[src/hw/rtl/bgc_pkg.sv]
`default_nettype none

package bgc_pkg;

    localparam logic [6:0] VC_RESET   = 7'd64;
    localparam logic       KIND_EDGE  = 1'b0;
    localparam logic       KIND_CHECK = 1'b1;

    typedef struct packed {
        logic edge_first;
        logic edge_second;
        logic clr_step;
        logic chk_start;
        logic start_next;
        logic start_visit;
        logic scan_step;
        logic conflict;
        logic pop;
        logic pop_last;
        logic pop_load;
        logic emit;
    } ctrl_cmd_t;

    typedef struct packed {
        logic clr_last;
        logic start_done;
        logic start_skip;
        logic scan_end;
        logic scan_conflict;
        logic depth_one;
        logic out_busy;
    } dp_status_t;

endpackage

`default_nettype wire

[src/hw/rtl/bgc_ctrl.sv]
`default_nettype none

module bgc_ctrl
    import bgc_pkg::*;
(
    input  wire        aclk,
    input  wire        aresetn,
    input  wire        s_valid,
    input  wire        s_kind,
    input  dp_status_t status,
    output logic       s_ready,
    output ctrl_cmd_t  cmd
);

    localparam logic [2:0] ST_CLEAR = 3'd0;
    localparam logic [2:0] ST_IDLE  = 3'd1;
    localparam logic [2:0] ST_EDGE2 = 3'd2;
    localparam logic [2:0] ST_START = 3'd3;
    localparam logic [2:0] ST_SCAN  = 3'd4;
    localparam logic [2:0] ST_POP   = 3'd5;
    localparam logic [2:0] ST_DONE  = 3'd6;

    logic [2:0] state_reg;
    logic [2:0] state_next;

    always_ff @(posedge aclk) begin
        if (!aresetn) begin
            state_reg <= ST_CLEAR;
        end else begin
            state_reg <= state_next;
        end
    end

    always_comb begin
        cmd        = '0;
        state_next = state_reg;
        s_ready    = (state_reg == ST_IDLE);
        unique case (state_reg)
            ST_CLEAR: begin
                cmd.clr_step = 1'b1;
                if (status.clr_last) begin
                    state_next = ST_IDLE;
                end
            end
            ST_IDLE: begin
                if (s_valid) begin
                    if (s_kind == KIND_CHECK) begin
                        cmd.chk_start = 1'b1;
                        state_next    = ST_START;
                    end else begin
                        cmd.edge_first = 1'b1;
                        state_next     = ST_EDGE2;
                    end
                end
            end
            ST_EDGE2: begin
                cmd.edge_second = 1'b1;
                state_next      = ST_IDLE;
            end
            ST_START: begin
                priority if (status.start_done) begin
                    state_next = ST_DONE;
                end else if (status.start_skip) begin
                    cmd.start_next = 1'b1;
                end else begin
                    cmd.start_visit = 1'b1;
                    state_next      = ST_SCAN;
                end
            end
            ST_SCAN: begin
                priority if (status.scan_end) begin
                    if (status.depth_one) begin
                        cmd.pop_last = 1'b1;
                        state_next   = ST_START;
                    end else begin
                        cmd.pop    = 1'b1;
                        state_next = ST_POP;
                    end
                end else if (status.scan_conflict) begin
                    cmd.conflict = 1'b1;
                    state_next   = ST_DONE;
                end else begin
                    cmd.scan_step = 1'b1;
                end
            end
            ST_POP: begin
                cmd.pop_load = 1'b1;
                state_next   = ST_SCAN;
            end
            ST_DONE: begin
                if (!status.out_busy) begin
                    cmd.emit   = 1'b1;
                    state_next = ST_CLEAR;
                end
            end
            default: begin
                state_next = ST_CLEAR;
            end
        endcase
    end

endmodule

`default_nettype wire

[config.mk]
export PLATFORM = sky130hd
export DESIGN_NAME = bgc_ctrl
export DESIGN_NICKNAME = d
export VERILOG_FILES = /design/src/hw/rtl/bgc_pkg.sv /design/src/hw/rtl/bgc_ctrl.sv
export SDC_FILE = /design/constraint.sdc
export NUM_CORES = 1
export LEC_CHECK = 0
export ABC_AREA = 1
export BUFFER_PORTS_ARGS = -buffer_cell sky130_fd_sc_hd__buf_2
export CAP_MARGIN = 20
export CORE_AREA = 2 2 39 41
export CTS_CLUSTER_DIAMETER = 120
export DETAILED_ROUTE_END_ITERATION = 7
export DIE_AREA = 0 0 41 43
export PLACE_DENSITY = 0.59
export SETUP_SLACK_MARGIN = 0.4
export SLEW_MARGIN = 10
export SYNTH_ARGS = -nofsm -noshare
export SYNTH_HDL_FRONTEND = slang
export SYNTH_SLANG_ARGS = --single-unit
export TNS_END_PERCENT = 1
[constraint.sdc]
create_clock -name aclk -period 1.4 [get_ports aclk]
set_input_delay 0.28 -clock aclk [delete_from_list [all_inputs] [get_ports aclk]]
set_output_delay 0.28 -clock aclk [all_outputs]
set_load 0.01 [all_outputs]
==> Yosys cells after proc, flatten, opt, wreduce, memory -nomap -nowiden <==
Cells that the tools add are included.
W data, S select, Z words.
{ "classes": {"n_eq_ne": 11, "mux": 32, "n_reduce_logical": 2} }
{ "op_table": {"columns": ["cell", "n"], "rows": [
  ["$mux W3", 8],
  ["$pmux W3 S7", 1],
  ["$mux W1", 18],
  ["$eq A3 B3 Y1 const B", 3],
  ["$mux W2", 4],
  ["$eq A3 B2 Y1 const B", 2],
  ["$ne A2 B2 Y1 const B", 3],
  ["$ne A3 B3 Y1 const B", 2],
  ["$reduce_and A5 Y1", 1],
  ["$mux W4", 1],
  ["$eq A3 B1 Y1 const B", 1],
  ["$logic_not A3 Y1", 1]
]} }
{ "totals": {"ff_bits": 3, "inputBits": 11, "output_inout_bits": 13, "elab_cells": 46} }

==> Depth between registers and ports, before layout <==
Gate-level depths: netlist of run 1.
{ "logic_depth": {"word_depth": 3, "ltp_mapped": 9, "depth_no_buf": 8} }

==> Least setup slack after synthesis of run 1 <==
Ideal clock, no wire load.
{ "synth_timing": {"kind": "reg-to-output", "from": "reg state_reg[0]", "to": "out cmd[11] in the netlist's numbering", "arrival_ns": 0.908, "required_time_ns": 1.120, "path_slack_ns": 0.212, "path_stages_with_launch": 6, "path_buffers": 1, "cell_sequence": "dfxtp_1 > buf_6 > inv_2 > nor2_4 > nand2_1 > nor3_1"} }
{ "synth_lines": {"columns": ["item", "line_no", "text"], "rows": [
  ["start: declaration", "bgc_ctrl.sv:23", "logic [2:0] state_reg;"],
  ["start signal: assignment", "bgc_ctrl.sv:30", "state_reg <= state_next;"],
  ["end: declaration", "bgc_ctrl.sv:12", "output ctrl_cmd_t cmd"]
]} }

==> results.toml, run 1 <==
[power]
powerDensity_nw_per_um2 = 1940
total_power_mw = 1.42
ir_worst_vdd_mv = 0.863
p_leak_nw = 0.396

[yosys]
synth_top_family_by_area = "simple AND/OR/NAND/NOR gates"
syn_avg_cell_area_um2 = 5.87
synth_compound_area_frac = 0.0627
ys_seq_area_frac = 0.150
yosysTopAreaCell = "dfxtp_1"
async_flop_share = 0
syn-cell-area_um2 = 399
syn-num-nets = 79
synthCells = 68
synthFlopType = "dfxtp_1"
yosys_warnings = 0
synth_most_common_cell = "nand2_1"
yosys.area_share.simple = 0.618
yosys-top-cells-area = "dfxtp_1 (15%), nand2_1 (12%), inv_1 (9.4%)"
synth_adder_area_share = 0
ys_ff_latch = 3
synthMuxAreaShare = 0
yosys.area.top_type_share = 0.150
ys_types = 17
synth_edf_count = 0
synth_xor_area_frac = 0
synth_common_cells = "nand2_1 (13), inv_1 (10), nor2_1 (10)"

[layout]
largest_register_ffs = 3
diodes = 0
drive_above_1_share = 0.663
area_growth_pct = 82.8
postLayoutCoreUtil = 0.527
instances_no_fill = 117
nets = 113

[worst_setup_path]
crit_type = "reg2out"
worst-path-max-fanout = 5
arrival_ns = 1.12
start_kind = "flop"
worstPathRequired_ns = 1.12
endpoint_kind = "output port"

[sta]
maxSlewViolCount = 0
period_needed_ns = 1.40
setup_ws_ns = -0.00476
fmax_mhz = 712
fin_crit_sh = 1.00
skew_ns = 0.000137
hold_viol_final = 0
max_slew_margin = 0.880
setup_violations = 1
rsz0062_at_grt = "yes"
worst_hold_slack_ns = 0.291
worst_pin_slew_ns = 0.178

[clock_tree]
clock_path_buffers = 2
clk_latency_ns = 0.23
cts_sinks = 3
cts_root_buf = "clkbuf_4"
cts_hold_buf = 0
cts_tree = "yes"
numCtsBuffers = 3
htreeDepth = 1
cts.clk_slew.worst_paths_ns = 0.04

[global_route]
grt_pass1_wl_mm = 1.95
antenna_found_initial = 0
grt.total_usage = 0.161
first_global_vias = 464
grt-ovfl-total = 0
grt_max_degree = 8

[placement]
gp_congestion = 0.783
hpwl_um = 868
io_buffers = 23
placed_cells = 107

[floorplanning]
dieArea_um2 = 1760
chipWidth_um = 41
ioPinCount = 24
rows = 14
die_h_um = 43
start_util = 0.288
core_area_um2 = 1380

[drt]
wirelength_mm = 1.21
first_pass_iters = 4
vias_per_cell = 4.52
postRouteAntennaNets = 0
drc = 0
met3WireLength_um = 83
wl_met1_um = 522
vias = 529
wl_met2_um = 602
drtIter0Drc = 2
wl_per_cell_um = 10.3
highest_layer = "met3"

[run]
maxCapViolCount = 0

[run_status]
violations = "setup timing"
status = "finished, violations left"

[worst_hold_path]
hp-class = "in2reg"
-- timing repair --
item,in CTS,in global routing
resized for setup,21,9
setup endpoints to repair,16,16
hold endpoints to repair,0,0
setup buffers,5,1
pin swaps,12,9
-- kinds of logic after synthesis --
group / Yosys count
and+or+nand+nor: 47
AOI/OAI and AO/OA: 4
DFF: 3
buffers and inverters: 14
-- per-layer routing --
layer	vias up	track usage
met5	-	0
met2	17	0.269
met1	233	0.182
li1	279	-
met4	0	0.0400
met3	0	0.0628
-- cells in the final DEF (no fill, tap or decap) --
master / synthesis / final
nor4_4: 0 / 1
nand2_2: 3 / 6
clkbuf_4: 0 / 3
buf_6: 2 / 4
nor3_1: 7 / 2
inv_4: 0 / 1
inv_1: 10 / 9
inv_2: 2 / 1
o21ai_0: 2 / 1
inv_6: 0 / 1
nand3_4: 0 / 1
nor2_4: 1 / 4
buf_2: 0 / 22
nand2_4: 2 / 3
dfxtp_4: 0 / 3
nor2_1: 10 / 7
nor2_2: 4 / 4
nand3_2: 2 / 3
o21bai_1: 2 / 2
clkbuf_1: 0 / 1
nand4_1: 1 / 1
nand3_1: 3 / 1
nor3_2: 0 / 5
buf_4: 0 / 5
nand2_1: 13 / 9
o21ai_1: 0 / 1
-- metrics by stage --
stage	TNS [ns]	setup slack [ns]	instance area (um2)
after floorplan	0	0.275	425
after global placement	0	0.0732	553
after detailed placement	0	0.0470	553
after CTS	-0.00428	-0.00428	692
after global routing	-0.340	-0.0677	729
final	-0.00476	-0.00476	729
-- final timing paths --
path,start,endpoint,slack [ns],cells after the start
setup / recovery,state_reg[0],cmd[3],-0.005,5
hold / removal,aresetn,state_reg[2],0.29,3
setup reg to reg,state_reg[0],state_reg[2],0.20,8
hold reg to reg,state_reg[2],state_reg[2],0.60,2
-- where the power goes --
group          switching (mW)  internal [mW]  total, mW
combinational           0.546          0.460       1.01
clock                  0.0437          0.107      0.150
sequential              0.110          0.151      0.260
total                   0.699          0.717       1.42
-- cell type report --
| cell class | count | area (um2) |
|---|---|---|
| tap | 16 | 20.0 |
| fill | 133 | 654 |
| inverter | 12 | 52.6 |
| multi-input combinational | 51 | 367 |
| sequential | 3 | 71.3 |
| timing repair buffer | 31 | 193 |
| clock buffer | 4 | 26.3 |
-- critical path, stage by stage (launching register included) --
cell and delay, ns:
dfxtp_4 0.36, buf_6 0.14, nor2_4 0.13, nand2_2 0.07, nor2_2 0.06, buf_2 0.12
Note: power is estimated with default switching activity, not from simulation.
==> run 2, diff against run 1 <==
ABC_AREA = not set   (was 1)
PLACE_DENSITY = 0.56   (was 0.59)
==> run 2 against run 1 <==
Largest power group unchanged. Critical path depth is 2 lower. Worst setup slack worse by 0.18 ns. Power is 20% lower. The flow still finishes with violations (setup timing). Die area stayed put. Largest cell class unchanged. Clock skew is 0.00068 ns higher.
==> results.toml, run 2 <==
[drt]
drc = 0
wirelength_mm = 1.13
first_pass_iters = 2
wl_per_cell_um = 11.7
vias = 476
drtIter0Drc = 2
vias_per_cell = 4.91
postRouteAntennaNets = 0

[sta]
setup_violations = 11
setup_tns_ns = -0.966
hold_viol_final = 0
rsz0062_at_grt = "yes"
maxSlewViolCount = 0
worst_pin_slew_ns = 0.301
period_needed_ns = 1.59
setup_ws_ns = -0.186
skew_ns = 0.000822
max_slew_margin = 0.797
fin_crit_sh = 1.13
fmax_mhz = 631

[floorplanning]
ioPinCount = 24
core_area_um2 = 1380
rows = 14
chipWidth_um = 41
start_util = 0.264
dieArea_um2 = 1760
die_h_um = 43

[worst_setup_path]
start_kind = "flop"
crit_type = "reg2out"
crit_slowest_cell = "or3b_4"
critPathTopFamily = "simple AND/OR/NAND/NOR gates"
endpoint_kind = "output port"
path_buf_inv = 1
arrival_ns = 1.31
worstPathRequired_ns = 1.12
crit_chain = "or3b_4, and2b_1, buf_2"
slowest_delay_ns = 0.43
worst-path-max-fanout = 5

[power]
powerDensity_nw_per_um2 = 1760
clockPowerShare = 0.139
power_frac_seq = 0.134
sw_frac_of_total = 0.426
power.switching_mw = 0.481
p_leak_nw = 0.318
ir_worst_vdd_mv = 0.566
p_int_mw = 0.647
p_comb_frac = 0.727

[clock_tree]
cts.clk_slew.worst_paths_ns = 0.04
clock_path_buffers = 2
htreeDepth = 1
clk_latency_ns = 0.24
cts_root_buf = "clkbuf_4"
cts_hold_buf = 0
numCtsBuffers = 3
cts_sinks = 3
cts_tree = "yes"

[yosys]
syn_avg_cell_area_um2 = 7.03
ys_ff_latch = 3
ys_seq_area_frac = 0.164
synthFlopType = "dfxtp_1"
yosysTopAreaCell = "dfxtp_1"
yosys-top-cells-area = "dfxtp_1 (16%), nor2b_1 (6.8%), nor2_1 (6.2%)"
synth_common_cells = "nor2_1 (6), nand2_1 (5), a21oi_1 (4), nor2b_1 (4)"
syn-cell-area_um2 = 365
yosys.area.top_type_share = 0.164
synthCells = 52
async_flop_share = 0
ys_types = 29
synth_most_common_cell = "nor2_1"
yosys_warnings = 0
syn-num-nets = 63
synth_edf_count = 0

[layout]
area_growth_pct = 75.7
layout_commonest_cell = "buf_2"
nets = 93
postLayoutCoreUtil = 0.464
diodes = 0
fill_cells = 156
mostFrequentLayoutCells = "buf_2 (23), nand2_1 (5), nor2_1 (5)"
largest_register_ffs = 3
drive_above_1_share = 0.605

[run_status]
violations = "setup timing"
status = "finished, violations left"

[global_route]
antenna_found_initial = 0
grt-ovfl-total = 0
met3_usage = 0.0314
grt_pass1_wl_mm = 1.57
grtUsageMet1 = 0.135
grt_max_degree = 13
grt.total_usage = 0.135
grt_use_met2 = 0.225
busiest_layer = "met2"
first_global_vias = 420

[placement]
io_buffers = 23
gp_congestion = 0.756
place_worst_setup_slack_ns = -0.0272
hpwl_um = 806

[run]
maxCapViolCount = 0

[worst_hold_path]
hp-class = "in2reg"
run 2: cell types whose count changed in the layout (fill, tap and decap cells not counted), sizes merged, moves of 4 or more:
cell / previous run / this run
nand2: 18 / 5
inv: 12 / 1
nor2: 15 / 6
nor3: 7 / 1
a21oi: 0 / 4
nand3: 5 / 1
nor2b: 0 / 4
run 2: final timing paths:
path | from | depth (start not counted) | slack [ns] | end
worst max register to register | state_reg[0] | 4 | -0.02 | state_reg[2]
worst min-delay path | aresetn | 3 | 0.30 | state_reg[0]
worst min register to register | state_reg[1] | 3 | 0.69 | state_reg[1]
worst max-delay path | state_reg[0] | 3 | -0.19 | cmd[3]
run 2: routing by layer:
| metal | vias up | routed length, um |
|---|---|---|
| li1 | 243 | - |
| met1 | 218 | 456 |
| met2 | 11 | 601 |
| met3 | 4 | 53 |
| met4 | 0 | 20 |
| met5 | - | 0 |
run 2: final cells by class:
class                   instances  area (um2)  share of cell area
multi-input cells              44         353               0.550
well taps                      16        20.0              0.0312
repair buffers                 29         175               0.273
flip-flops and latches          3        63.8              0.0994
clock buffers                   4        26.3              0.0409
inverters                       1        3.75             0.00585
run 2: kinds of logic after synthesis:
family	Yosys count	share of synthesized area
flip-flops	3	0.164
multiplexers	1	0.0274
XOR/XNOR	1	0.0240
buffers and inverters	5	0.0616
AO/OA/AOI/OAI	11	0.223
AND/OR/NAND/NOR	31	0.500
run 2: power groups by stage:
stage,logic (mW),clock network [mW],registers [mW]
CTS,0.736,0.162,0.143
finish,0.820,0.157,0.151
detailed placement,0.652,0,0.138
floorplan,0.474,0,0.141
global placement,0.650,0,0.136
global route,0.889,0.166,0.155
run 2: worst reg2reg max path: stages, from the launching register on:
cell	delay (ns)
dfxtp_2	0.32
or3b_4	0.43
buf_4	0.17
a2bb2oi_4	0.18
a311oi_2	0.24
run 2: metrics by stage:
stage / hold WS [ns] / power (mW) / cells / cell area, um2
2_1_floorplan: 0.412 / 0.615 / 52 / 392
3_3_place_gp: 0.544 / 0.786 / 92 / 538
3_5_place_dp: 0.544 / 0.789 / 92 / 538
4_1_cts: 0.294 / 1.04 / 97 / 603
5_1_grt: 0.334 / 1.21 / 97 / 642
6_report: 0.296 / 1.13 / 97 / 642
run 2: repair_timing:
action / 4_1_cts / 5_1_grt
gates resized for setup: 8 / 9
endpoints found under the setup margin: 16 / 16
buffers inserted: 1 / 0
pin swaps: 6 / 2
==> run 3, diff against run 2 <==
TNS_END_PERCENT = not set   (was 1)
==> run 3 against run 2 <==
The flow still finishes with violations (setup timing). Worst hold slack got worse by 0.0013 ns. Non-clock buffer count up 2. Final area is 7.0% higher. Routed wire length decreased by 2.0%. Combinational power rose by 10%. Sequential share of layout area decreased by 0.83 points. Largest power group unchanged.
==> results.toml, run 3 (same netlist as run 2, synthesis figures left out) <==
[clock_tree]
numCtsBuffers = 3
cts_tree = "yes"
clk_latency_ns = 0.24
cts_root_buf = "clkbuf_4"
clock_path_buffers = 2
cts.clk_slew.worst_paths_ns = 0.04
cts_hold_buf = 0
htreeDepth = 1
cts_sinks = 3

[floorplanning]
chipWidth_um = 41
rows = 14
core_area_um2 = 1380
start_util = 0.264
dieArea_um2 = 1760
ioPinCount = 24
die_h_um = 43

[worst_setup_path]
slowest_delay_ns = 0.42
worstPathRequired_ns = 1.12
endpoint_kind = "output port"
worst-path-max-fanout = 5
start_kind = "flop"
crit_chain = "or3b_4, and2b_1, buf_2"
arrival_ns = 1.29
crit_slowest_cell = "or3b_4"
crit_type = "reg2out"

[sta]
hold_viol_final = 0
setup_violations = 13
max_slew_margin = 0.794
worst_pin_slew_ns = 0.307
fin_crit_sh = 1.12
maxSlewViolCount = 0
period_needed_ns = 1.57
fmax_mhz = 635
skew_ns = 0.000190
setup_ws_ns = -0.175
rsz0062_at_grt = "yes"

[drt]
wirelength_mm = 1.11
drc = 0
postRouteAntennaNets = 0
drtIter0Drc = 2
first_pass_iters = 3
wl_per_cell_um = 11.2
vias_per_cell = 4.95
vias = 490

[global_route]
first_global_vias = 420
antenna_found_initial = 0
grt_pass1_wl_mm = 1.61
grt-ovfl-total = 0
grt.total_usage = 0.138
grt_max_degree = 13

[layout]
diodes = 0
mostFrequentLayoutCells = "buf_2 (21), nand2_1 (5), buf_6 (5), buf_4 (5), nor2_1 (4)"
layout_commonest_cell = "buf_2"
postLayoutCoreUtil = 0.496
largest_register_ffs = 3
nets = 95
drive_above_1_share = 0.627
area_growth_pct = 88.0

[run]
maxCapViolCount = 0

[placement]
place_worst_setup_slack_ns = -0.0401
hpwl_um = 837
io_buffers = 23
gp_congestion = 0.739

[power]
ir_worst_vdd_mv = 0.708
p_leak_nw = 0.327
powerDensity_nw_per_um2 = 1760

[worst_hold_path]
hp-class = "in2reg"

[run_status]
violations = "setup timing"
status = "finished, violations left"
## run 3: metal layers
metal  routed length (um)  vias to the layer above  track usage
met5                    0                        -            0
met4                   25                        0       0.0800
met3                   54                        3       0.0314
met2                  573                       12        0.219
met1                  456                      230        0.159
li1                     -                      245            -
## run 3: worst paths after layout
| kind | start | end | slack, ns | cells past startpoint |
|---|---|---|---|---|
| max | state_reg[2] | cmd[3] | -0.17 | 3 |
| min | aresetn | state_reg[0] | 0.29 | 3 |
| max reg2reg | state_reg[2] | state_reg[2] | -0.11 | 6 |
| min reg2reg | state_reg[2] | state_reg[2] | 0.65 | 3 |
## run 3: through the flow
stage	hold slack (ns)	std cells	TNS, ns	power [mW]	area (um2)
6_report	0.295	99	-1.38	1.21	687
5_1_grt	0.325	99	-2.08	1.29	687
4_1_cts	0.300	99	-1.43	1.20	681
3_5_place_dp	0.545	93	-0.0735	0.911	597
3_3_place_gp	0.543	93	-0.0501	0.910	597
2_1_floorplan	0.412	52	0	0.715	443
## run 3: layout make-up
type                       instances  area (um2)
fill                             138         697
timing repair buffer              31         199
tap                               16        20.0
sequential                         3        62.6
inverter                           1        3.75
clock buffer                       4        26.3
multi-input combinational         44         375
## run 3: power breakdown
part / leakage [nW] / internal (mW) / switching, mW
registers: 0.0254 / 0.126 / 0.0211
clock network: 0.0150 / 0.107 / 0.0516
logic: 0.286 / 0.474 / 0.430
## run 3: critical path, delay by kind of cell (launching register included)
family        cells  cell delay (ns)
buf+inv           1             0.12
flops             1             0.32
simple gates      2             0.62
## run 3: what timing repair did
item / 4_1_cts / 5_1_grt
cloned: 0 / 0
buffers inserted: 2 / 0
resized for setup: 9 / 2
setup endpoints to repair: 16 / 16
pin swaps: 4 / 3
